==> src/hw/rtl/mbdf_pkg.sv <==
// ----------------------------------------------------------------------------
// mbdf_pkg
// Shared types and constants for the 2x2 box downsampler with fade.
// ----------------------------------------------------------------------------
package mbdf_pkg;

   localparam int CSR_ADDR_W  = 5;
   localparam int CSR_DATA_W  = 32;
   localparam int QUEUE_DEPTH = 4;

   localparam logic [2:0] REG_SOURCE_WIDTH      = 3'd0;
   localparam logic [2:0] REG_SOURCE_HEIGHT     = 3'd1;
   localparam logic [2:0] REG_TINT_WORD         = 3'd2;
   localparam logic [2:0] REG_BLEND_WEIGHT      = 3'd3;
   localparam logic [2:0] REG_TINT_RGB_EN       = 3'd4;
   localparam logic [2:0] REG_FADE_ALPHA_ENABLE = 3'd5;

   localparam logic [8:0] FULL_WEIGHT = 9'd256;

   typedef struct packed {
      logic [7:0] in_alpha;
      logic [7:0] in_chan2;
      logic [7:0] in_chan1;
      logic [7:0] in_chan0;
   } pixel_in_type;

   typedef struct packed {
      logic       out_frame_end;
      logic       out_row_end;
      logic [7:0] out_alpha;
      logic [7:0] out_chan2;
      logic [7:0] out_chan1;
      logic [7:0] out_chan0;
   } pixel_out_type;

   typedef struct packed {
      logic [12:0] source_width;
      logic [12:0] source_height;
      logic [31:0] tint_word;
      logic [8:0]  blend_weight;
      logic        tint_rgb_en;
      logic        fade_alpha_enable;
   } cfg_type;

   // 2x2 block sums, index 0..2 color channels, 3 alpha
   typedef struct packed {
      logic            row_end;
      logic            frame_end;
      logic [3:0][9:0] sum;
   } blk_sum_type;

   function automatic logic [7:0] sat8(input logic [8:0] v);
      logic [7:0] r;
      r = v[8] ? 8'hFF : v[7:0];
      return r;
   endfunction

endpackage

==> src/hw/rtl/mbdf_csr.sv <==
// ----------------------------------------------------------------------------
// mbdf_csr
// APB-style configuration registers.
// ----------------------------------------------------------------------------
module mbdf_csr (
   input  logic                                clock,
   input  logic                                reset,
   input  logic                                csr_psel,
   input  logic                                csr_penable,
   input  logic                                csr_pwrite,
   input  logic [mbdf_pkg::CSR_ADDR_W-1:0]     csr_paddr,
   input  logic [mbdf_pkg::CSR_DATA_W-1:0]     csr_pwdata,
   output logic [mbdf_pkg::CSR_DATA_W-1:0]     csr_prdata,
   output logic                                csr_pready,
   output mbdf_pkg::cfg_type                   cfg
);

   mbdf_pkg::cfg_type cfg_ff;
   mbdf_pkg::cfg_type cfg_in;
   logic              wr_en;
   logic [2:0]        reg_sel;

   assign csr_pready = 1'b1;
   assign wr_en      = csr_psel & csr_penable & csr_pwrite;
   assign reg_sel    = csr_paddr[4:2];
   assign cfg        = cfg_ff;

   always_comb begin
      cfg_in = cfg_ff;
      if (wr_en) begin
         case (reg_sel)
            mbdf_pkg::REG_SOURCE_WIDTH:      cfg_in.source_width      = csr_pwdata[12:0];
            mbdf_pkg::REG_SOURCE_HEIGHT:     cfg_in.source_height     = csr_pwdata[12:0];
            mbdf_pkg::REG_TINT_WORD:         cfg_in.tint_word         = csr_pwdata;
            mbdf_pkg::REG_BLEND_WEIGHT:      cfg_in.blend_weight      = csr_pwdata[8:0];
            mbdf_pkg::REG_TINT_RGB_EN:       cfg_in.tint_rgb_en       = csr_pwdata[0];
            mbdf_pkg::REG_FADE_ALPHA_ENABLE: cfg_in.fade_alpha_enable = csr_pwdata[0];
            default: ;
         endcase
      end
   end

   always_comb begin
      case (reg_sel)
         mbdf_pkg::REG_SOURCE_WIDTH:      csr_prdata = {19'd0, cfg_ff.source_width};
         mbdf_pkg::REG_SOURCE_HEIGHT:     csr_prdata = {19'd0, cfg_ff.source_height};
         mbdf_pkg::REG_TINT_WORD:         csr_prdata = cfg_ff.tint_word;
         mbdf_pkg::REG_BLEND_WEIGHT:      csr_prdata = {23'd0, cfg_ff.blend_weight};
         mbdf_pkg::REG_TINT_RGB_EN:       csr_prdata = {31'd0, cfg_ff.tint_rgb_en};
         mbdf_pkg::REG_FADE_ALPHA_ENABLE: csr_prdata = {31'd0, cfg_ff.fade_alpha_enable};
         default:                         csr_prdata = '0;
      endcase
   end

   always_ff @(posedge clock) begin
      if (reset) begin
         cfg_ff.source_width      <= 13'd2;
         cfg_ff.source_height     <= 13'd2;
         cfg_ff.tint_word         <= '0;
         cfg_ff.blend_weight      <= '0;
         cfg_ff.tint_rgb_en       <= 1'b0;
         cfg_ff.fade_alpha_enable <= 1'b0;
      end else begin
         cfg_ff <= cfg_in;
      end
   end

endmodule

==> config.mk <==
export PLATFORM = sky130hd
export DESIGN_NAME = mbdf_csr
export DESIGN_NICKNAME = d
export VERILOG_FILES = /design/src/hw/rtl/mbdf_pkg.sv /design/src/hw/rtl/mbdf_csr.sv
export SDC_FILE = /design/constraint.sdc
export NUM_CORES = 1
export LEC_CHECK = 0
export ABC_CLOCK_PERIOD_IN_PS = 1550
export BUFFER_PORTS_ARGS = -buffer_cell sky130_fd_sc_hd__buf_2
export CAP_MARGIN = 10
export CORE_MARGIN = 1.5
export CORE_UTILIZATION = 48
export DETAILED_ROUTE_END_ITERATION = 12
export HOLD_SLACK_MARGIN = 0.12
export PLACE_DENSITY_LB_ADDON = 0.2
export SYNTH_ARGS = -nofsm -noshare
export SYNTH_HDL_FRONTEND = slang
export SYNTH_SLANG_ARGS = --single-unit
==> constraint.sdc <==
create_clock -name clock -period 1.55 [get_ports clock]
set_input_delay 0.2325 -clock clock [delete_from_list [all_inputs] [get_ports clock]]
set_output_delay 0.2325 -clock clock [all_outputs]
set_load 0.01 [all_outputs]
# ---- Word-level counts from Yosys, hierarchy flattened
# Cells that the tools add are included.
# Widths: inputs -> output; s select.
dict set report op_classes {
  eq_ne 5
  muxes 1
  n_bitwise 2
  n_reduce_logical 7
}
# cell n
set ops {}
lappend ops {{$pmux 32 s6} 1}
lappend ops {{$reduce_and 2->1} 6}
lappend ops {{$eq 3x2->1 const B} 2}
lappend ops {{$eq 3x3->1 const B} 2}
lappend ops {{$eq 3x1->1 const B} 1}
lappend ops {{$logic_not 3->1} 1}
lappend ops {{$and 1x1->1} 2}
dict set report word_totals {
  reg_bits 69
  input_bits 42
  out_inout_bits 102
  word_cells 21
}

# ---- Longest topological paths before layout
dict set report depth {
  word_depth 3
  mapped_depth 7
  ltp_nobuf 3
}

# ---- Least setup slack after synthesis
# OpenSTA, ideal clock, no wires.
dict set report synth_timing {
  path_type {input port to output port}
  startpoint {input port csr_paddr[3] (netlist name)}
  endpoint {output port csr_prdata[13] (netlist name)}
  arrival_time_ps 1274
  required_ps 1317
  setup_slack_ps 43
  cell_stages 6
  path_buffers 3
  cell_sequence {buf_4 > nor2b_1 > buf_2 > and2b_1 > clkbuf_1 > and2_1}
}
dict set report synth_between {
  elab_chain_len 2
  elab_cells_between_ends 7
  cone_classes {eq/ne: 5; mux: 1; reduce/logical: 1}
}
# element line
set synth_lines {}
lappend synth_lines {{start: declaration} mbdf_csr.sv:11} ;# input logic [mbdf_pkg::CSR_ADDR_W-1:0] csr_paddr,
lappend synth_lines {{$eq 3x3->1 (tied with other cells)} mbdf_csr.sv:44} ;# case (reg_sel)
lappend synth_lines {{$pmux 32 s6 (*)} mbdf_csr.sv:44}
lappend synth_lines {{end: declaration} mbdf_csr.sv:13} ;# output logic [mbdf_pkg::CSR_DATA_W-1:0] csr_prdata,
# Mark *: on every way between the ends. The rest lies on a longest branch, timed or not.

# ---- Worst setup path in the final report
dict set report layout_timing {
  startpoint {register cfg_ff (netlist bit cfg[0])}
  endpoint {output port csr_prdata[0] (netlist name)}
}
dict set report layout_between {
  elab_chain_len 1
}
# element line
set layout_lines {}
lappend layout_lines {{start: declaration} mbdf_csr.sv:18} ;# mbdf_pkg::cfg_type cfg_ff;
lappend layout_lines {{start signal: assignment} mbdf_csr.sv:64} ;# cfg_ff <= cfg_in;
lappend layout_lines {{$pmux 32 s6} mbdf_csr.sv:44}
# No other way between the ends.

==> impl_results.md <==
* Detail Placement HPWL at 5860 um
* Primary FF master, synth: dfxtp_1
* CTS clk-pin slew, worst paths at roughly 0.080 ns
* CTS tree: done
* Clock Skews at 0 ns
* Max cap viols at 0
* Crit. End Element: output pin
* Worst vdd ir at roughly 0.52 mV
* Fin crit period at around 1.8 ns
* Ys async rst share at 0%
* Post-route ant nets at 0
* First-pass GRT wire length at approximately 13000 um
* Yosys top cell area share at 40.3%
* Worst Setup Slack, final at -0.229 ns
* Synth Warn # at 0
* Syn Std Cell Area at 3430 sq um
* Reg-to-reg slack, setup at approximately 0.83 ns
* Final RePlAce weighted congestion at approximately 0.78
* Failing checks: negative setup slack
* Buffers on Ports at 140
* Syn Inst Count at ~330
* R2R cell count at 3
* Power Dens Cells at 812 nW/um^2
* Worst Setup EP: csr_prdata[0]
* Clk root buf: clkbuf_8
* Fin nets at between 500 and 600
* EDFF count, synth at 0
* Skew-Pair Late Insertion Delay at 0.35 ns
* Unrepaired setup endpoints after global routing: true
* FF-to-FF End: cfg[10]$_SDFFE_PP0P_
* Hold crit path type: input pin to register
* Fill cells at roughly 530
* Number of CTS-inserted buffers at 9
* CP Class: register to output pin
* Largest net degree at the start of global routing at 56
* Area post-placement at between 4000 and 5000 sq um
* Die width at about 90 um
* Initial antenna violation count at 0
* Fmax at around 560 MHz
* CP max FO at 2
* Slowest CP cell: mux4_2
* Std cell rows at 30
* I/O pins at roughly 140
* Number of flip-flops in the largest register at a little under 70
* Wire per inst at roughly 14 um
* Design Area, Final at 4840 sq um
* Syn_area_per_cell at slightly above 10 sq um
* Max incr delay on CP at roughly 0.46 ns
* Drc violations at 0
* Synth-to-layout area growth at 41.0%
* Ordered list of cells on the worst path: mux4_2, mux2_4, buf_6
* Via count at 2886
* Clock sink total at between 60 and 70
* Fin crit share at 115%
* Initial Util at between 40 and 50%
* Sequential element share of the synthesized area at roughly two fifths
* Largest area contributor in the netlist: dfxtp_1
* Crit path DAT at 1.55 ns
* Die Span Y at 87.5 um
* CP Launch Type: register
* Total GRT Usage at 22.3%
* Synthesized Nets at between 300 and 400
* Vias per cell at between 4 and 5
* Iteration-0 DRC Markers at 67
* Post-synthesis cell type count at 22
* Setup Viol. Count Final at 9
* Pleak at roughly 2.5 nW
* Status: finished with violations
* WP data required at between 1 and 1.5 ns
* DRT Pass-1 Iters at 4
* Layout cells sized above 1 at roughly half
* Placed instance count at 560
* Slew Limit Fails at 0
* Worst r2r src: cfg[10]$_SDFFE_PP0P_
* # diodes at 0
* Total gr overflow at 0
* Count leader, synth: nand2b_1
* Hold Vio Cnt, Final at 0
* Full die area at 7660 sq um
* Synth area leaders: dfxtp_1 (40%), mux2i_1 (22%), nand2b_1 (18%)
* Clock Path Buffers at 2
* WL final at ~8300 um
* Layout Cells excl Fill at ~600
* Hold-fix buffers, CTS at 0
* Seq cells post-synth at 69
* Vias in the first global route at 2776
* CORE AREA at between 6000 and 7000 sq um
* H-tree Lvls at 3
* Origin of the worst setup path: cfg[0]$_SDFFE_PP0P_
* Synth top cells by count: nand2b_1 (99), mux2i_1 (74), dfxtp_1 (69), and2_1 (20), clkbuf_1 (13)
==> per-layer routing <==
metal  routed length [um]  global-route usage [%]
met3                  434                    3.89
met4                  153                    10.2
met5                    0                       0
met2                 4040                    38.5
met1                 3710                    26.9
==> metrics by stage <==
step                      util, %  setup TNS [ns]  worst slack, ns  hold slack, ns  power [mW]
after floorplan                 -               0           0.0434           0.388        2.02
after global placement       63.0               0           0.0216           0.463        2.15
after detailed placement     63.0         -0.0104          -0.0104           0.472        2.15
after CTS                    69.8          -0.965           -0.241           0.130        3.97
after global routing         70.4           -1.25           -0.272           0.132        4.06
final                        70.4          -0.825           -0.229           0.138        3.93
==> worst min path at each step <==
stage                               startpoint  depth (start not counted)  slack, ns                   end
after floorplan                 csr_pwdata[13]                          2       0.39  cfg[24]$_SDFFE_PP0P_
after global placement    cfg[35]$_SDFFE_PP0P_                          2       0.46  cfg[35]$_SDFFE_PP0P_
after detailed placement  cfg[28]$_SDFFE_PP0P_                          2       0.47  cfg[28]$_SDFFE_PP0P_
after CTS                       csr_pwdata[15]                          3       0.13  cfg[26]$_SDFFE_PP0P_
after global routing            csr_pwdata[30]                          3       0.13  cfg[41]$_SDFFE_PP0P_
final                           csr_pwdata[28]                          3       0.14  cfg[39]$_SDFFE_PP0P_
==> cell usage in the layout, fill, tap and decap left out <==
cell type	n
a2bb2oi_1	4
and2_1	20
and2_4	1
and2b_1	3
and4_1	1
and4b_1	1
buf_12	7
buf_2	135
buf_4	34
buf_6	4
bufinv_16	3
clkbuf_1	1
clkbuf_4	1
clkbuf_8	10
clkinvlp_4	1
conb_1	1
dfxtp_1	37
dfxtp_2	32
inv_6	1
mux2_4	1
mux2i_1	74
mux4_2	9
nand2_1	4
nand2_2	1
nand2b_1	99
nand3_1	1
nor2_1	9
nor2b_1	5
nor2b_4	3
==> critical path: cells and delay by family (launching register included) <==
kind,cells,cell delay (ns)
buffers and inverters,1,0.12
flip-flops,1,0.33
multiplexers,2,0.75
==> kinds of logic (layout without fill, tap and decap cells) <==
group / after synthesis / after routing / synth area share, %
other: 1 / 1 / 0.109
muxes: 84 / 84 / 27.9
and+or+nand+nor: 148 / 148 / 26.4
DFF: 69 / 69 / 40.3
AOI/OAI and AO/OA: 4 / 4 / 1.02
buffers and inverters: 26 / 197 / 4.27
==> power by group <==
group          internal (mW)  switching (mW)  leakage [nW]
clock network           1.12           0.688         0.120
registers               1.79         0.00894         0.572
logic                  0.176           0.149          1.77
total                   3.08           0.846          2.46
==> timing repair <==
item | in CTS | in global routing
resized for setup | 39 | 6
cloned | 0 | 0
endpoints found under the hold margin | 0 | 0
buffers inserted | 20 | 3
setup endpoints to repair | 9 | 10
==> final cells by class <==
cell class,count,area [sq um],share of cell area [%]
clock buffer,11,141,2.92
timing repair buffer,181,1120,23.2
sequential,69,1420,29.4
clock inverter,5,106,2.20
multi-input combinational,237,1920,39.8
tap,96,120,2.48
Note: power is estimated with default switching activity, not from simulation.
