File: config.mk
export PLATFORM = sky130hd
export DESIGN_NAME = mbdf_back
export DESIGN_NICKNAME = d
export VERILOG_FILES = /design/src/hw/rtl/mbdf_pkg.sv /design/src/hw/rtl/mbdf_back.sv
export SDC_FILE = /design/constraint.sdc
export NUM_CORES = 2
export LEC_CHECK = 0
export BUFFER_PORTS_ARGS = -buffer_cell sky130_fd_sc_hd__clkbuf_2
export CORE_MARGIN = 4
export CORE_UTILIZATION = 55
export DETAILED_ROUTE_END_ITERATION = 10
export PLACE_DENSITY = 0.85
export SYNTH_ARGS = -nofsm -noshare
export SYNTH_HDL_FRONTEND = slang
export SYNTH_SLANG_ARGS = --single-unit
File: constraint.sdc
create_clock -name clock -period 7.2 [get_ports clock]
set_input_delay 0 -clock clock [delete_from_list [all_inputs] [get_ports clock]]
set_output_delay 0 -clock clock [all_outputs]
set_load 0.03 [all_outputs]
File: src/hw/rtl/mbdf_pkg.sv
// ----------------------------------------------------------------------------
// mbdf_pkg
// Shared types and constants for the 2x2 box downsampler with fade.
// ----------------------------------------------------------------------------
package mbdf_pkg;

   localparam int CSR_ADDR_W  = 5;
   localparam int CSR_DATA_W  = 32;
   localparam int QUEUE_DEPTH = 4;

   localparam logic [2:0] REG_SOURCE_WIDTH      = 3'd0;
   localparam logic [2:0] REG_SOURCE_HEIGHT     = 3'd1;
   localparam logic [2:0] REG_TINT_WORD         = 3'd2;
   localparam logic [2:0] REG_BLEND_WEIGHT      = 3'd3;
   localparam logic [2:0] REG_TINT_RGB_EN       = 3'd4;
   localparam logic [2:0] REG_FADE_ALPHA_ENABLE = 3'd5;

   localparam logic [8:0] FULL_WEIGHT = 9'd256;

   typedef struct packed {
      logic [7:0] in_alpha;
      logic [7:0] in_chan2;
      logic [7:0] in_chan1;
      logic [7:0] in_chan0;
   } pixel_in_type;

   typedef struct packed {
      logic       out_frame_end;
      logic       out_row_end;
      logic [7:0] out_alpha;
      logic [7:0] out_chan2;
      logic [7:0] out_chan1;
      logic [7:0] out_chan0;
   } pixel_out_type;

   typedef struct packed {
      logic [12:0] source_width;
      logic [12:0] source_height;
      logic [31:0] tint_word;
      logic [8:0]  blend_weight;
      logic        tint_rgb_en;
      logic        fade_alpha_enable;
   } cfg_type;

   // 2x2 block sums, index 0..2 color channels, 3 alpha
   typedef struct packed {
      logic            row_end;
      logic            frame_end;
      logic [3:0][9:0] sum;
   } blk_sum_type;

   function automatic logic [7:0] sat8(input logic [8:0] v);
      logic [7:0] r;
      r = v[8] ? 8'hFF : v[7:0];
      return r;
   endfunction

endpackage

File: src/hw/rtl/mbdf_back.sv
// ----------------------------------------------------------------------------
// mbdf_back
// Fade blend, alpha 9/8 scale and saturation; multiply stage then output
// register.
// ----------------------------------------------------------------------------
module mbdf_back (
   input  logic                    clock,
   input  logic                    reset,
   input  mbdf_pkg::cfg_type       cfg,
   input  mbdf_pkg::blk_sum_type   q_data,
   input  logic                    q_empty,
   output logic                    q_pop,
   output logic                    rsp_empty,
   input  logic                    rsp_pop,
   output mbdf_pkg::pixel_out_type rsp_data
);

   logic [8:0]       w, wc_color, wc_alpha;
   logic [3:0][8:0]  wc, inv;
   logic [3:0][7:0]  m;
   logic [3:0][18:0] prod_a;
   logic [3:0][16:0] prod_b;
   logic [3:0][18:0] b1_a_ff;
   logic [3:0][16:0] b1_b_ff;
   logic             b1_row_end_ff, b1_frame_end_ff;
   logic             b1_valid_ff, b1_valid_in;
   logic             out_valid_ff, out_valid_in;
   mbdf_pkg::pixel_out_type out_ff, out_in;
   logic [3:0][18:0] n;
   logic [21:0]      n9;
   logic             out_take, b1_move, b1_load;

   assign w        = (cfg.blend_weight > mbdf_pkg::FULL_WEIGHT) ?
                     mbdf_pkg::FULL_WEIGHT : cfg.blend_weight;
   assign wc_color = cfg.tint_rgb_en ? w : 9'd0;
   assign wc_alpha = cfg.fade_alpha_enable ? w : 9'd0;
   assign m        = {cfg.tint_word[31:24], cfg.tint_word[7:0],
                      cfg.tint_word[15:8], cfg.tint_word[23:16]};
   assign wc       = {wc_alpha, wc_color, wc_color, wc_color};

   always_comb begin
      for (int c = 0; c < 4; c++) begin
         inv[c]    = mbdf_pkg::FULL_WEIGHT - wc[c];
         prod_a[c] = 19'(q_data.sum[c]) * 19'(inv[c]);
         prod_b[c] = 17'(m[c]) * 17'(wc[c]);
      end
   end

   assign out_take     = rsp_pop & out_valid_ff;
   assign b1_move      = b1_valid_ff & (~out_valid_ff | out_take);
   assign b1_load      = ~b1_valid_ff | b1_move;
   assign q_pop        = b1_load & ~q_empty;
   assign b1_valid_in  = q_pop | (b1_valid_ff & ~b1_move);
   assign out_valid_in = b1_move | (out_valid_ff & ~out_take);
   assign rsp_empty    = ~out_valid_ff;
   assign rsp_data     = out_ff;

   always_comb begin
      for (int c = 0; c < 4; c++) begin
         n[c] = b1_a_ff[c] + {b1_b_ff[c], 2'b00};
      end
      n9                   = {n[3], 3'b000} + {3'b000, n[3]};
      out_in.out_chan0     = mbdf_pkg::sat8(n[0][18:10]);
      out_in.out_chan1     = mbdf_pkg::sat8(n[1][18:10]);
      out_in.out_chan2     = mbdf_pkg::sat8(n[2][18:10]);
      out_in.out_alpha     = mbdf_pkg::sat8(n9[21:13]);
      out_in.out_row_end   = b1_row_end_ff;
      out_in.out_frame_end = b1_frame_end_ff;
   end

   always_ff @(posedge clock) begin
      if (q_pop) begin
         b1_a_ff         <= prod_a;
         b1_b_ff         <= prod_b;
         b1_row_end_ff   <= q_data.row_end;
         b1_frame_end_ff <= q_data.frame_end;
      end
      if (b1_move) begin
         out_ff <= out_in;
      end
   end

   always_ff @(posedge clock) begin
      if (reset) begin
         b1_valid_ff  <= 1'b0;
         out_valid_ff <= 1'b0;
      end else begin
         b1_valid_ff  <= b1_valid_in;
         out_valid_ff <= out_valid_in;
      end
   end

endmodule

== Word level (Yosys, flattened, before mapping) ==
Cells that the tools add are included.
Word-level totals
  logic and storage cells: 51
  input port bits: 115
  output and inout port bits: 36
  bits in registers: 182
Cells by class
  $mul: 8
  add/subtract/negate cells: 7
  bitwise gates (word level): 14
  muxes and demuxes: 3
  order comparisons: 1
Operators by type and width (number)
  $add A19 B19 Y19: 4
  $mul A10 B9 Y19: 4
  $mul A8 B9 Y17: 4
  $mux W9: 3
  $add A22 B19 Y22: 1
  $sub A9 B9 Y9 const A: 2
  $gt A9 B9 Y1 const B: 1
  $and A1 B1 Y1: 5
  $not A1 Y1: 5
  $or A1 B1 Y1: 4

== Logic depth before layout (Yosys ltp) ==
  word-level depth: 6
  gate-level depth with buffers: 26
  gate-level depth less buffers: 23

== Worst setup path after synthesis ==
OpenSTA, ideal clock, no wires.
  path type: register to register
  from: reg out_valid_ff
  to: reg b1_a_ff[10] in the netlist's numbering, enable pin
  clock period less this slack: 8.536 ns
  required time: 6.492 ns
  slack: -1.336 ns
  path buffers: 0
  cell stages (with the launch flop): 4
  arrival time: 7.828 ns
  setup time: 0.708 ns
  cell sequence: dfxtp_1 -> inv_1 -> nor2_1 -> a21oi_1
Between the ends
  word-level cells in the longest chain between the ends: 5
  elaborated cells on any way between the ends: 6
  classes of those cells: bitwise (6)
RTL lines
  from (decl): line mbdf_back.sv:27  | logic out_valid_ff, out_valid_in;
  from (signal assigned): line mbdf_back.sv:89  | out_valid_ff <= out_valid_in;
  $not A1 Y1
  via rsp_empty: line mbdf_back.sv:13  | output logic rsp_empty,
  $or A1 B1 Y1: line mbdf_back.sv:50  | assign b1_move = b1_valid_ff & (~out_valid_ff | out_take);
  $and A1 B1 Y1: line mbdf_back.sv:50
  $or A1 B1 Y1: line mbdf_back.sv:51  | assign b1_load = ~b1_valid_ff | b1_move;
  $and A1 B1 Y1: line mbdf_back.sv:52  | assign q_pop = b1_load & ~q_empty;
  via q_pop: line mbdf_back.sv:12  | output logic q_pop,
  to (signal assigned): line mbdf_back.sv:73  | b1_a_ff <= prod_a;
  to (decl): line mbdf_back.sv:23  | logic [3:0][18:0] b1_a_ff;
The timed path passes the listed nets, and every way through them passes these cells.
A chain may end at the register's enable or synchronous reset.

==> reports/metrics.cfg <==
[worst_setup_path]
critPathArrivalTime_ns=6.39
cp-end-kind=flip-flop
cpMostUsedCell=fa_1
cp_top_family=simple AND/OR/NAND/NOR gates
critPathMaxFanout=37
setup.worst_path.start_class=input port
cp_slowest_cell=nor2_1
reg2reg_slack_ns=2.79
critPathMaxStageDelay_ns=0.91
crit_buf_inv=5
cp_cell_sequence=clkbuf_2 -> nor2b_4 -> and2_1 -> buf_4 -> nor2_1 -> and3_1 -> nor2_1 -> buf_4 -> and2_1 -> fa_1 -> fa_1 -> fa_1 -> inv_1 -> fa_1 -> inv_1 -> ha_1 -> and2_1 -> a31o_2 -> a211oi_1 -> o31ai_1 -> a21oi_1 -> xnor2_1
worstPathRequired_ns=7.42
path_class=in2reg

[sta]
rsz0062_at_grt=false
finalSetupViolCount=0
hold_viol_final=0
tightest_slew_ns=1.19
slew_headroom_pct=20.4
finalCriticalPeriod_ns=6.16
finClkSkew_ns=0.00708
period_share_pct=85.6
fin_setup_tns_ns=0
fmax_mhz=162
finalMaxSlewViolations=0

[logic_synthesis]
synth_cells=3046
synthTopCellsByArea=fa_1 27%, edfxtp_1 18%, ha_1 16%
netlist_area_sq_um=29100
synth_nets=3937
synth_warnings=0
synth_xor_area_share_pct=4.40
ys_async_sr_fraction_pct=0
synthAdderAreaFrac_pct=43.6
yosysMostFrequentCell=inv_1
synth_compound_area_share_pct=7.76
ys.flop_type=edfxtp_1
synth.distinct_cells=78
yosys.area.top_type_share_pct=27.3
seq_area_frac_synth_pct=18.1
synth_commonest_cells=541 x inv_1, 397 x fa_1, 379 x ha_1, 307 x nand2_1, 302 x and2_1
synth_top_area_cell=fa_1
synth_simple_gate_area_share_pct=17.9
ys_ff_latch=176
synthMuxAreaShare_pct=0
synth_edf_count=174
synth_top_family_by_area=adder cells
syn_avg_cell_area_sq_um=9.55

[global_route]
grt_usage_pct=23.5
grt_pass1_vias=22700
antenna_found_initial=6
grt_start_max_net_pins=73
grt_pass1_wl_microns=109000
grt_overflow=0

[layout]
drive_gt1_share_pct=7.14
nets=4030
nFillCells=4286
final_cells=3841
areaGrowthSynthToFinish_pct=7.16
final_cell_area_sq_um=31200

[routing]
via_per_inst=5.59
drt_iter0_markers=1327
firstDrtPassIters=5
wl_per_cell_microns=16.9
dr_total_vias=21500
drc_errors=0
wirelength_microns=64800
drtAntennaViolNets=0

[placed_design]
dp_hpwl_microns=51000
dp.cells=3799
place_area_sq_um=30500
gp_congestion=0.876
port_buffers=124

[clock_network]
clk_latency_ns=0.47
clock-root-buffer=clkbuf_16
cts.sinks=176
path_clk_slew_ns=0.07
cts_setup_buffers=0
cts_tree=yes
clock_tree.buffer_depth=2
cts_buffers=17
h-tree-depth=4

[power]
pwr-share-comb_pct=71.5
leakage_nw=15.8
p_sw_mw=4.42
powerDensity_nw_per_um2=309
irDropWorstVdd_uv=299
power_frac_seq_pct=19.4
p_int_mw=5.21
clkPwrFrac_pct=9.1
sw_frac_of_total_pct=45.9

[die]
io_pins=151
dieArea_sq_um=56600
die_x_microns=238
rows=84
core-area_sq_um=52400
start_util_pct=55.4
dieHeight_microns=238

[flow_run]
max_cap_viol_count=0

[min_path]
min_path_type=in2reg

[run_status]
outcome=complete, no violations

==> placed cells by master (no fill, tap or decap), types with 22 or more instances in the layout <==
| master | n |
|---|---|
| o21ai_0 | 39 |
| o21ai_1 | 22 |
| xnor2_1 | 100 |
| and2_1 | 302 |
| clkbuf_2 | 124 |
| ha_1 | 379 |
| a21oi_1 | 78 |
| inv_1 | 541 |
| nand3_1 | 34 |
| buf_4 | 34 |
| nand2_1 | 307 |
| a21o_1 | 42 |
| and3_1 | 120 |
| nor2_1 | 78 |
| nor3_1 | 40 |
| edfxtp_1 | 174 |
| nand2b_1 | 22 |
| fa_1 | 397 |
| xor2_1 | 41 |
==> logic make-up (layout without fill, tap and decap cells) <==
group | count (synthesis) | in the layout
other | 0 | 2
and+or+nand+nor | 987 | 987
buffers and inverters | 634 | 739
adders and majority gates | 776 | 776
xor gates and xnor gates | 146 | 146
DFF | 176 | 176
AOI/OAI and AO/OA | 327 | 327
==> worst reg2reg max path: stages, from the launching register on <==
cell	delay [ns]
edfxtp_1	0.39
ha_1	0.26
fa_1	0.43
a211oi_1	0.25
nor2_1	0.14
o21a_1	0.19
nor2_1	0.14
o21bai_1	0.08
a21oi_1	0.18
xnor2_1	0.18
ha_1	0.28
o211ai_1	0.23
nand2_1	0.12
a32oi_2	0.24
nand3_2	0.11
a41oi_2	0.33
nor4b_4	0.09
nor3_2	0.33
o21ai_1	0.18
==> flip-flops by register name, summed over array words and instances, names as in the netlist <==
name and cells:
b1_valid_ff 1, rsp_data 34, b1_a_ff 70, b1_b_ff 68, out_valid_ff 1, b1_frame_end_ff 1, b1_row_end_ff 1
==> routing by layer <==
metal  GRT usage, %  vias up  routed length [microns]
li1               -    10100                        -
met1           29.8    10500                    26500
met2           40.5      716                    32000
met3           3.93      157                     4030
met4           9.22        8                     2220
met5              0        -                       63
==> through the flow <==
step                      utilization, %  total power [mW]  worst slack (ns)  hold WS (ns)
final                               59.4              9.63              1.04        0.0287
after global routing                59.4              10.6             0.727        0.0140
after global placement              58.2              8.38             0.753         0.185
after floorplan                        -              7.20              1.74        0.0691
after CTS                           59.4              9.63              1.15       0.00466
after detailed placement            58.2              8.68             0.653         0.178
==> power by group through the flow <==
stage	Clock [mW]	Sequential (mW)	Combinational, mW
detailed placement	0	1.88	6.80
CTS	0.884	1.87	6.87
global route	0.926	1.89	7.79
floorplan	0	1.97	5.23
finish	0.875	1.87	6.89
global placement	0	1.88	6.50
==> worst paths after layout <==
check                                      from           end  cells past startpoint
worst max register to register      b1_a_ff[59]  rsp_data[30]                     18
worst max-delay path                    cfg[10]   b1_a_ff[36]                     22
worst min-delay path                    cfg[35]   b1_b_ff[51]                      2
worst min register to register  b1_frame_end_ff  rsp_data[33]                      0
==> area by class of cell <==
type	instances	area [sq um]	area share, %
Multi-Input combinational cell	2236	21500	69.0
Sequential cell	176	5270	16.9
Inverter	541	2030	6.52
Timing Repair Buffer	167	966	3.10
Tap cell	688	861	2.76
Clock buffer	20	437	1.40
Clock inverter	11	92.6	0.297
Antenna cell	2	5.00	0.0161
==> repair_timing <==
item / in CTS / in global routing
gates resized for setup: 0 / 0
hold buffers: 9 / 0
endpoints found under the hold margin: 8 / 0
endpoints found under the setup margin: 0 / 0
Note: power is estimated with default switching activity, not from simulation.
