<file path="config.mk">
export PLATFORM = sky130hd
export DESIGN_NAME = mbdf_queue
export DESIGN_NICKNAME = d
export VERILOG_FILES = /design/src/hw/rtl/mbdf_pkg.sv /design/src/hw/rtl/mbdf_queue.sv
export SDC_FILE = /design/constraint.sdc
export NUM_CORES = 1
export LEC_CHECK = 0
export BUFFER_PORTS_ARGS = -buffer_cell sky130_fd_sc_hd__buf_2
export CAP_MARGIN = 0
export CELL_PAD_IN_SITES_DETAIL_PLACEMENT = 1
export CELL_PAD_IN_SITES_GLOBAL_PLACEMENT = 2
export CORE_MARGIN = 1
export CORE_UTILIZATION = 44
export DETAILED_ROUTE_END_ITERATION = 7
export GPL_TIMING_DRIVEN = 0
export PLACE_DENSITY_LB_ADDON = 0.25
export SLEW_MARGIN = 25
export SYNTH_ARGS = -nofsm -noshare
export SYNTH_HDL_FRONTEND = slang
export SYNTH_SLANG_ARGS = --single-unit
</file>
<file path="constraint.sdc">
create_clock -name clock -period 2.65 [get_ports clock]
set_input_delay 0.265 -clock clock [delete_from_list [all_inputs] [get_ports clock]]
set_output_delay 0.265 -clock clock [all_outputs]
set_load 0.02 [all_outputs]
</file>
<file path="src/hw/rtl/mbdf_pkg.sv">
// ----------------------------------------------------------------------------
// mbdf_pkg
// Shared types and constants for the 2x2 box downsampler with fade.
// ----------------------------------------------------------------------------
package mbdf_pkg;

   localparam int CSR_ADDR_W  = 5;
   localparam int CSR_DATA_W  = 32;
   localparam int QUEUE_DEPTH = 4;

   localparam logic [2:0] REG_SOURCE_WIDTH      = 3'd0;
   localparam logic [2:0] REG_SOURCE_HEIGHT     = 3'd1;
   localparam logic [2:0] REG_TINT_WORD         = 3'd2;
   localparam logic [2:0] REG_BLEND_WEIGHT      = 3'd3;
   localparam logic [2:0] REG_TINT_RGB_EN       = 3'd4;
   localparam logic [2:0] REG_FADE_ALPHA_ENABLE = 3'd5;

   localparam logic [8:0] FULL_WEIGHT = 9'd256;

   typedef struct packed {
      logic [7:0] in_alpha;
      logic [7:0] in_chan2;
      logic [7:0] in_chan1;
      logic [7:0] in_chan0;
   } pixel_in_type;

   typedef struct packed {
      logic       out_frame_end;
      logic       out_row_end;
      logic [7:0] out_alpha;
      logic [7:0] out_chan2;
      logic [7:0] out_chan1;
      logic [7:0] out_chan0;
   } pixel_out_type;

   typedef struct packed {
      logic [12:0] source_width;
      logic [12:0] source_height;
      logic [31:0] tint_word;
      logic [8:0]  blend_weight;
      logic        tint_rgb_en;
      logic        fade_alpha_enable;
   } cfg_type;

   // 2x2 block sums, index 0..2 color channels, 3 alpha
   typedef struct packed {
      logic            row_end;
      logic            frame_end;
      logic [3:0][9:0] sum;
   } blk_sum_type;

   function automatic logic [7:0] sat8(input logic [8:0] v);
      logic [7:0] r;
      r = v[8] ? 8'hFF : v[7:0];
      return r;
   endfunction

endpackage

</file>
<file path="src/hw/rtl/mbdf_queue.sv">
// ----------------------------------------------------------------------------
// mbdf_queue
// Short FIFO of block sums between the front and the blend pipeline.
// ----------------------------------------------------------------------------
module mbdf_queue (
   input  logic                  clock,
   input  logic                  reset,
   input  logic                  push,
   input  mbdf_pkg::blk_sum_type push_data,
   output logic                  full,
   input  logic                  pop,
   output mbdf_pkg::blk_sum_type pop_data,
   output logic                  empty
);

   localparam int PW = $clog2(mbdf_pkg::QUEUE_DEPTH);

   mbdf_pkg::blk_sum_type slot_ff [mbdf_pkg::QUEUE_DEPTH];
   logic [PW-1:0] wr_ptr_ff, wr_ptr_in;
   logic [PW-1:0] rd_ptr_ff, rd_ptr_in;
   logic [PW:0]   count_ff, count_in;
   logic          do_push, do_pop;

   assign full     = count_ff == (PW+1)'(mbdf_pkg::QUEUE_DEPTH);
   assign empty    = count_ff == '0;
   assign do_push  = push & ~full;
   assign do_pop   = pop & ~empty;
   assign pop_data = slot_ff[rd_ptr_ff];

   always_comb begin
      wr_ptr_in = do_push ? wr_ptr_ff + PW'(1) : wr_ptr_ff;
      rd_ptr_in = do_pop  ? rd_ptr_ff + PW'(1) : rd_ptr_ff;
      count_in  = count_ff;
      if (do_push && !do_pop) begin
         count_in = count_ff + (PW+1)'(1);
      end else if (do_pop && !do_push) begin
         count_in = count_ff - (PW+1)'(1);
      end
   end

   always_ff @(posedge clock) begin
      if (do_push) begin
         slot_ff[wr_ptr_ff] <= push_data;
      end
   end

   always_ff @(posedge clock) begin
      if (reset) begin
         wr_ptr_ff <= '0;
         rd_ptr_ff <= '0;
         count_ff  <= '0;
      end else begin
         wr_ptr_ff <= wr_ptr_in;
         rd_ptr_ff <= rd_ptr_in;
         count_ff  <= count_in;
      end
   end

endmodule

</file>
Yosys cells after proc, flatten, opt, wreduce, memory -nomap -nowiden:

Memory sizes are Yosys's and may differ from the RTL's. A register that Yosys moved wholly into a read port is not among the register bits.
Cells that the tools add are included.

* register bits: 7
* RAM bits: 168
* logic and storage cells: 25
* memories kept: 1

* $add $sub $neg: 4
* equal/unequal tests: 1
* multiplexer cells: 6
* bitwise logic cells: 4
* reductions and logical operators: 6

Memory list
* slot_ff: depth 4, width 42, rd ports 1, clocked after Yosys merged registers in 1, write ports 1, line mbdf_queue.sv:18 `mbdf_pkg::blk_sum_type slot_ff [mbdf_pkg::QUEUE_DEPTH];`

Operator list (count)
* $mux 3: 2
* $add 2x1->2 const B: 2
* $mux 2: 2
* $add 3x1->3 const B: 1
* $eq 3x3->1 const B: 1
* $logic_not 3->1: 1
* $sub 3x1->3 const B: 1
* $and 1x1->1: 2
* $logic_and 1x1->1: 2
* $logic_not 1->1: 2
* $mux 1: 2
* $not 1->1: 2
* $reduce_bool 2->1: 1

Longest topological paths before layout:

Gate-level depths: netlist of run 1.

* depth after elaboration: 7
* depth in mapped cells: 8

Worst setup path before layout of run 1:

OpenSTA, ideal clock, no wires.

* path type: reg2reg
* start point: register count_ff[0]
* end point: memory slot_ff[2][0] (netlist bit) (enable)
* library setup time: 0.403 ns
* arrival: 1.905 ns
* required time: 2.247 ns
* path slack: 0.342 ns
* stages on the path, launching flop included: 4
* clock period less this slack: 2.308 ns
* cell sequence: dfxtp_1 -> nor3b_2 -> nor2_1 -> and2_1

* longest elaborated chain between the ends: 5

RTL lines
* start, declared: line mbdf_queue.sv:21 `logic [PW:0] count_ff, count_in;`
* start signal, assigned: line mbdf_queue.sv:55 `count_ff <= count_in;`
* $eq 3x3->1: line mbdf_queue.sv:24 `assign full = count_ff == (PW+1)'(mbdf_pkg::QUEUE_DEPTH);`
* via full: line mbdf_queue.sv:10 `output logic full,`
* $not 1->1: line mbdf_queue.sv:26 `assign do_push = push & ~full;`
* $and 1x1->1: line mbdf_queue.sv:26
* via do_push: line mbdf_queue.sv:22 `logic do_push, do_pop;`
* $mux 1: line mbdf_queue.sv:42 `if (do_push) begin`
* $mux 1 (implied by the code): line mbdf_queue.sv:43 `slot_ff[wr_ptr_ff] <= push_data;`
* end, declared: line mbdf_queue.sv:18

The timed path passes the listed nets, and every way through them passes these cells.

Worst setup path after layout of run 1:

* start point: register count_ff[0]
* end point: register count_ff[2]

* longest elaborated chain between the ends: 6

RTL lines
* $eq 3x3->1 *: line mbdf_queue.sv:24
* $not 1->1 *: line mbdf_queue.sv:26
* $and 1x1->1 *: line mbdf_queue.sv:26
* via do_push: line mbdf_queue.sv:22
* $logic_not 1->1: line mbdf_queue.sv:36 `end else if (do_pop && !do_push) begin`
* $logic_and 1x1->1: line mbdf_queue.sv:36
* $reduce_bool 2->1 (no source line)

The timed path passes the listed nets; every way through them passes the cells marked *. The select of a mux whose other input is x is not followed.
A chain may end at the register's enable or synchronous reset.

==> impl_metrics.yaml, run 1 <==
min_path:
  min-delay-start: "push_data[36]"
  hp-class: "input port to register"
  holdPathStages: 1
  min_delay_worst_endpoint: "slot_ff[0][36]"
floorplan:
  fp.dieW_um: 124.3
  die-height_um: 124.3
  initial_core_util_pct: 45.11
  rows: 44
  core_area_um2: 14590
  dieArea_um2: 15450
  io_pins: 90
layout:
  antenna_cells: 0
  syn_to_final_growth_pct: 20.59
  layout.nets: 431
  drive_gt1_share_pct: 45.41
  fill_cells: 1281
  fin_area_um2: 7936
synthesis:
  ys_seq_elements: 177
  synth_compound_area_share_pct: 0.6274
  ys_top_cells_by_area: "edfxtp_1 (77%), mux4_2 (14%), dfxtp_1 (2.7%)"
  async_flop_share_pct: 0
  syn-instance-count: 268
  synth_flop_cell: "edfxtp_1"
  yosys.area.top_type: "edfxtp_1"
  avgSynthCellArea_um2: 24.56
  ys_types: 23
  synth_common_cells: "edfxtp_1 (168), mux4_2 (40), dfxtp_1 (9)"
  synth_top_family_by_area: "multiplexers"
  syn_area_um2: 6581
  yosys.area.top_type_share_pct: 76.65
  synthXorXnorAreaFrac_pct: 0.5323
  synth_seq_area_share_pct: 79.39
  yosys.area_share.simple_pct: 1.369
  synth_fa_ha_area_share_pct: 1.255
  synthesis.nets: 320
  synthMostInstantiatedCell: "edfxtp_1"
  synthMuxAreaShare_pct: 14.79
  synth_edf_count: 168
  yosys_warnings: 0
clock_network:
  post_cts_resized: 0
  path_clk_slew_ns: 0.07
  cts_root_buf: "clkbuf_16"
  postCtsSetupBuffers: 0
  postCtsHoldBufs: 0
  cts_buffer_depth: 2
  cts_htree_levels: 4
  cts_buffers: 17
  worstSkewPairLatency_ns: 0.43
  cts_sinks: 177
  cts_tree: "built"
worst_setup_path:
  crit_path_max_incr_delay_ns: 0.50
  crit_path_top_delay_cell: "dfxtp_1"
  crit_chain: "nor3b_2 -> nor2_1 -> ha_1 -> inv_1 -> fa_1 -> xor2_1 -> or3_1 -> a21oi_1"
  worst-path-max-fanout: 6
  cp-start-kind: "register"
  reg2reg_depth: 8
  criticalPathCategory: "register to register"
  cp.arrival_ns: 2.78
  cp.required_ns: 3.01
  r2r-start: "count_ff[0]"
  worstReg2RegEnd: "count_ff[2]"
  endpoint_kind: "register"
  rrSetupSlack_ns: 0.23
global_route:
  overflow: 0
  grt_pass1_wl_mm: 18.58
  grt_start_max_net_pins: 30
  grt_pass1_vias: 3319
  antenna_found_initial: 0
  grt_usage_pct: 16.59
routing:
  antenna_left: 0
  vias_per_cell: 5.174
  dr.pass1.iters: 4
  avgRoutedWirePerCell_um: 20.26
  via_count: 2980
  drc: 0
  postRouteWirelength_mm: 11.67
  drt_iter0_drc: 213
placement:
  gp_congestion: 0.6430
  dp_hpwl_mm: 7.021
  portBuffers: 88
  placed_area_um2: 7342
timing:
  finalClockSkew_ns: 0.008308
  worst_slew_pin_slew_ns: 0.5373
  fmax_mhz: 413.2
  timing.hold.ws_ns: 0.05045
  hold_viol_final: 0
  finalSetupViolCount: 0
  relSlewSlack_pct: 63.73
  rsz0062_at_grt: "no"
  drv_slew: 0
  final_period_minus_worst_setup_slack_ns: 2.420
  min_period_over_period_pct: 91.33
power_and_ir_drop:
  power_leakage_nw: 2.704
  power_density_nw_per_um2: 1009
  ir_worst_vdd_v: 0.0005048
flow_run:
  maxCapViolations: 0
status:
  status: "completed"
[how the worst max path moves through the flow]
stage	start	to	slack, ns	depth (start not counted)
floorplan	count_ff[0]	slot_ff[2][0]	0.34	3
global placement	count_ff[0]	slot_ff[1][30]	-0.64	3
detailed placement	count_ff[0]	count_ff[2]	0.22	8
CTS	count_ff[0]	count_ff[2]	0.18	8
global route	count_ff[0]	count_ff[2]	0.003	8
finish	count_ff[0]	count_ff[2]	0.23	8
[report_power, final]
part	leakage, nW	switching (mW)	internal (mW)
sequential	1.61	0.0951	3.36
clock	0.278	1.02	1.47
combinational	0.812	1.12	0.938
[cell type report]
type	instances	area [µm²]	share of cell area, %
tap	184	230.2	2.901
buffer	11	118.9	1.498
sequential	177	5225	65.84
clock inverter	15	168.9	2.128
multi-input combinational	76	1232	15.53
clock buffer	17	425.4	5.360
timing repair buffer	92	520.5	6.558
inverter	4	15.01	0.1892
[placed cells by master, fill, tap and decap left out, types with 5 or more instances in the layout]
master	instances
edfxtp_1	168
clkbuf_16	17
mux4_2	40
ha_1	5
buf_12	8
dfxtp_1	9
nor2_1	6
clkinvlp_4	5
buf_2	92
[per-layer routing]
metal | GRT usage (%) | up-vias | share of wire, %
met5 | 0 | - | 0
met4 | 7.867 | 0 | 2.0
met3 | 4.081 | 17 | 3.5
met2 | 27.36 | 64 | 52
met1 | 20.64 | 1553 | 43
li1 | - | 1346 | -
[metrics by stage]
step           setup slack [ns]  cells  utilization, %  power, mW  setup TNS (ns)
4_1_cts                  0.1823    576           54.40      8.125               0
3_3_place_gp            -0.6431    540           49.71      5.559         -103.79
5_1_grt                0.002942    576           54.40      8.351               0
3_5_place_dp             0.2209    544           50.33      5.623               0
2_1_floorplan            0.3417    268               -      4.980               0
6_report                 0.2298    576           54.40      8.005               0
[logic make-up (layout without fill, tap and decap cells)]
family	Yosys count	in the layout
AO/OA/AOI/OAI	6	6
XOR/XNOR	4	4
adder cells (fa/ha/maj)	6	6
buffers and inverters	15	139
flip-flops	177	177
multiplexers	44	44
AND/OR/NAND/NOR	16	16
[sequential cells by signal, indices dropped and copies added, names as in the netlist, named ones only]
| name | cells |
|---|---|
| rd_ptr_ff | 2 |
| count_ff | 3 |
| wr_ptr_ff | 2 |
| slot_ff | 168 |
[worst max-delay path: cells and delay by family (launching register included)]
kind	cells	cell delay, ns
and+or+nand+nor	3	0.82
xor gates and xnor gates	1	0.16
adders and majority gates	2	0.66
DFF	1	0.50
AOI/OAI and AO/OA	1	0.16
buffers and inverters	1	0.06
Note: power is estimated with default switching activity, not from simulation.
==> run 2: changes to the inputs <==
- CELL_PAD_IN_SITES_DETAIL_PLACEMENT: 1 -> default
- CELL_PAD_IN_SITES_GLOBAL_PLACEMENT: 2 -> default
- CORE_UTILIZATION: 44 -> 57
- clock period: 2.65 -> 2.24 ns (I/O delays scaled with it)
==> run 2 against run 1 <==
Effect of this change: combinational power rose by 16%; via count shrank 0.70%; clock skew down 0.0021 ns; worst hold slack worse by 0.028 ns; critical endpoint unchanged; routed wire length fell by 9.5%; sequential share of layout area up 0.85 points; power up 20%.
==> impl_metrics.yaml, run 2 (synthesis gave the netlist of run 1 again) <==
timing:
  relSlewSlack_pct: 56.18
  finalClockSkew_ns: 0.006244
  worst_slew_pin_slew_ns: 0.6572
  drv_slew: 0
  rsz0062_at_grt: "no"
  fmax_mhz: 478.9
  finalSetupViolCount: 0
  final_period_minus_worst_setup_slack_ns: 2.088
  hold_viol_final: 0
  min_period_over_period_pct: 93.21
routing:
  drt_iter0_drc: 139
  vias_per_cell: 5.615
  dr.pass1.iters: 5
  drc: 0
  antenna_left: 0
  via_count: 2959
  avgRoutedWirePerCell_um: 20.02
  postRouteWirelength_mm: 10.55
clock_network:
  cts_htree_levels: 4
  postCtsHoldBufs: 0
  path_clk_slew_ns: 0.06
  cts_root_buf: "clkbuf_16"
  cts_buffer_depth: 2
  worstSkewPairLatency_ns: 0.42
  cts_tree: "built"
  cts_buffers: 17
  cts_sinks: 177
worst_setup_path:
  crit_path_top_delay_cell: "fa_1"
  cp.arrival_ns: 2.43
  criticalPathCategory: "register to register"
  path_delay_family: "adder cells"
  worst-path-max-fanout: 6
  crit_path_max_incr_delay_ns: 0.38
  endpoint_kind: "register"
  critPathBufInv: 1
  cp-start-kind: "register"
  crit_chain: "o31ai_2 -> ha_1 -> inv_1 -> fa_1 -> xor2_1 -> or3_1 -> a21oi_1"
  cp.required_ns: 2.58
floorplan:
  rows: 38
  core_area_um2: 11030
  die-height_um: 109.5
  initial_core_util_pct: 59.66
  fp.dieW_um: 109.5
  io_pins: 90
  dieArea_um2: 11980
power_and_ir_drop:
  power_density_nw_per_um2: 1221
  power_leakage_nw: 2.696
  ir_worst_vdd_v: 0.0006700
placement:
  portBuffers: 88
  dp_hpwl_mm: 6.151
  gp_congestion: 0.6543
  dp_cells: 496
layout:
  fill_cells: 681
  largest_registers: "slot_ff (168), count_ff (3)"
  finalNonFillerCells: 527
  fin_util_pct: 71.06
  antenna_cells: 0
  layout.nets: 427
  drive_gt1_share_pct: 44.19
  syn_to_final_growth_pct: 19.11
  layout_commonest_cell: "edfxtp_1"
  mostFrequentLayoutCells: "edfxtp_1 (168), buf_2 (92), mux4_2 (40)"
  largest_reg_flops: 168
  regMostFlops: "slot_ff"
global_route:
  overflow: 0
  grt_pass1_wl_mm: 16.46
  antenna_found_initial: 0
  grt_usage_pct: 19.74
  grt_pass1_vias: 3125
  grt_start_max_net_pins: 43
flow_run:
  maxCapViolations: 0
status:
  status: "completed"
min_path:
  hp-class: "input port to register"
-- run 2: cell count changes in the layout (fill, tap and decap cells not counted), sizes merged --
cell and delta:
buf -4, bufinv +2, clkbuf +7, clkinv -5
clkinvlp -5
-- run 2: final cells by class --
type,instances,area [µm²],area share (%)
sequential,177,5228,66.69
multi-input combinational,76,1240,15.82
clock buffer,24,461.7,5.890
timing repair buffer,88,440.4,5.619
tap,140,175.2,2.235
clock inverter,7,160.2,2.043
buffer,11,118.9,1.516
inverter,4,15.01,0.1915
-- run 2: metal layers --
metal  vias to the layer above  global-route usage [%]  part of all wire (%)
met5                         -                       0                     0
met1                      1519                   25.52                    41
met4                         0                   6.857                  0.82
li1                       1341                       -                     -
met3                         7                   6.520                   6.2
met2                        92                   31.76                    52
-- run 2: repair_timing --
item / in CTS / in global routing
gates resized for setup: 2 / 2
setup buffers: 0 / 0
endpoints found under the hold margin: 0 / 0
setup endpoints to repair: 1 / 1
-- run 2: metrics by stage --
stage	hold WS [ns]	TNS [ns]	instance area, µm²	power, mW	setup WS (ns)
2_1_floorplan	0.3229	0	6586	5.887	0.1505
3_3_place_gp	0.4345	-12.87	7202	6.526	-0.07877
3_5_place_dp	0.4402	-0.1518	7207	6.588	-0.1518
6_report	0.02240	0	7839	9.571	0.1521
5_1_grt	0.004576	0	7839	9.996	0.006341
4_1_cts	0.001965	0	7836	9.678	0.05849
-- run 2: path summary, 6_finish.rpt --
kind                start             to  slack, ns  cells after the start
max reg2reg   count_ff[1]    count_ff[2]       0.15                      7
min          push_data[3]  slot_ff[2][3]       0.02                      1
min reg2reg  rd_ptr_ff[0]   rd_ptr_ff[0]       0.54                      2
max           count_ff[1]    count_ff[2]       0.15                      7
-- run 2: power by group --
group / total, mW / switching (mW) / internal (mW)
clock network: 3.09 / 1.09 / 2.00
registers: 4.10 / 0.113 / 3.99
logic: 2.38 / 1.30 / 1.08
total: 9.57 / 2.50 / 7.07
==> run 3: changes to the inputs <==
- CORE_MARGIN: 1 -> 2
==> run 3 against run 2 <==
Effect of this change: combinational power about the same; worst setup slack worse by 0.016 ns; core utilization is 1.9 points lower; final cell count grew 1.1%; critical endpoint unchanged; non-clock buffer count grew 2; clock skew up 0.0052 ns; largest cell class unchanged; routed wire length grew 0.34%; sequential power hardly changed.
==> impl_metrics.yaml, run 3 (synthesis gave the netlist of run 1 again) <==
layout:
  mostFrequentLayoutCells: "edfxtp_1 (168), buf_2 (92), mux4_2 (40)"
  finalNonFillerCells: 533
  register_area_um2: 5226
  regMostFlops: "slot_ff"
  fin_area_um2: 7830
  largest_reg_flops: 168
  fill_cells: 722
  drive_gt1_share_pct: 44.10
  layout.nets: 429
  fin_util_pct: 69.16
  layout_commonest_cell: "edfxtp_1"
  syn_to_final_growth_pct: 18.97
  antenna_cells: 0
  largest_registers: "slot_ff (168), count_ff (3)"
  multiInputGateArea_um2: 1240
power_and_ir_drop:
  ir_worst_vdd_v: 0.0006941
  power_leakage_nw: 2.684
  power_density_nw_per_um2: 1198
placement:
  gp_congestion: 0.6967
  dp_cells: 499
  placed_area_um2: 7211
  dp_hpwl_mm: 6.158
  portBuffers: 88
clock_network:
  postCtsSetupBuffers: 0
  cts_tree: "built"
  worstSkewPairLatency_ns: 0.42
  path_clk_slew_ns: 0.06
  cts_htree_levels: 4
  cts_sinks: 177
  cts_root_buf: "clkbuf_16"
  cts_buffer_depth: 2
  cts_buffers: 17
timing:
  fmax_mhz: 475.3
  hold_viol_final: 0
  worst_slew_pin_slew_ns: 0.6600
  finalClockSkew_ns: 0.01142
  finalSetupViolCount: 0
  relSlewSlack_pct: 56.00
  drv_slew: 0
  timing.setup.tns_ns: 0
  min_period_over_period_pct: 93.92
  rsz0062_at_grt: "no"
  final_period_minus_worst_setup_slack_ns: 2.104
worst_setup_path:
  criticalPathCategory: "register to register"
  cp.arrival_ns: 2.46
  rrSetupSlack_ns: 0.14
  cp.required_ns: 2.59
  reg2reg_depth: 8
  r2r-start: "count_ff[1]"
  worst-path-max-fanout: 6
  cp-start-kind: "register"
  worstReg2RegEnd: "count_ff[2]"
  endpoint_kind: "register"
global_route:
  antenna_found_initial: 0
  grt_pass1_wl_mm: 16.83
  overflow: 0
  grt_start_max_net_pins: 43
  grt_pass1_vias: 3225
  grt_usage_pct: 18.34
min_path:
  holdPathStages: 1
  min_delay_worst_endpoint: "slot_ff[2][0]"
  min-delay-start: "push_data[0]"
  hp-class: "input port to register"
floorplan:
  io_pins: 90
  die-height_um: 111.5
  initial_core_util_pct: 58.13
  rows: 39
  fp.dieW_um: 111.5
  dieArea_um2: 12420
  core_area_um2: 11320
routing:
  drc: 0
  antenna_left: 0
  via_count: 2962
  drt_iter0_drc: 177
  dr.pass1.iters: 5
  avgRoutedWirePerCell_um: 19.87
  postRouteWirelength_mm: 10.59
  vias_per_cell: 5.557
status:
  status: "completed"
flow_run:
  maxCapViolations: 0
run 3: cell types whose count changed in the layout (fill, tap and decap cells not counted), sizes merged:
| cell | previous run | this run |
|---|---|---|
| clkbuf | 26 | 24 |
| clkinvlp | 0 | 2 |
| clkinv | 2 | 5 |
| bufinv | 5 | 3 |
| dlygate4sd3 | 0 | 2 |
run 3: layer usage:
| metal | share of wire (%) | wire (µm) | GRT usage (%) | up-vias |
|---|---|---|---|---|
| met5 | 0 | 0 | 0 | - |
| met4 | 1.3 | 135 | 7.901 | 0 |
| li1 | - | - | - | 1346 |
| met1 | 43 | 4501 | 23.05 | 1544 |
| met3 | 3.5 | 373 | 4.845 | 10 |
| met2 | 53 | 5579 | 30.65 | 62 |
run 3: layout make-up:
cell class                 count  area share (%)
inverter                       4          0.1918
buffer                        11           1.518
timing repair buffer          90           5.880
tap                          143           2.285
multi-input combinational     76           15.84
sequential                   177           66.75
clock inverter                10           1.742
clock buffer                  22           5.801
run 3: critical path: stages, from the launching register on:
cell     delay (ns)
dfxtp_1        0.46
nor3b_2        0.12
nor2_4         0.17
ha_1           0.23
inv_1          0.08
fa_1           0.37
xor2_1         0.15
or3_1          0.30
a21oi_1        0.14
run 3: worst max path at each step:
stage	from	end	slack, ns
detailed placement	count_ff[0]	count_ff[2]	-0.12
floorplan	count_ff[0]	count_ff[2]	0.15
global placement	count_ff[0]	slot_ff[0][19]	-0.08
CTS	count_ff[1]	count_ff[2]	0.02
global route	count_ff[1]	count_ff[2]	0.0004
finish	count_ff[1]	count_ff[2]	0.14
run 3: power by group:
group	switching, mW	internal [mW]
registers	0.107	3.99
clock network	1.13	1.78
logic	1.29	1.08
run 3: metrics by stage:
| stage | setup slack, ns | hold slack, ns | total power, mW |
|---|---|---|---|
| finish | 0.1362 | 0.01371 | 9.377 |
| global route | 0.0003713 | 0.00009601 | 9.769 |
| CTS | 0.01709 | 0.0003920 | 9.488 |
| detailed placement | -0.1176 | 0.4421 | 6.581 |
| global placement | -0.08254 | 0.4334 | 6.521 |
| floorplan | 0.1505 | 0.3229 | 5.887 |
run 3: what timing repair did:
| item | 4_1_cts | 5_1_grt |
|---|---|---|
| hold endpoints to repair | 8 | 0 |
| setup endpoints to repair | 1 | 1 |
| resized for setup | 2 | 1 |
| hold buffers | 2 | 0 |
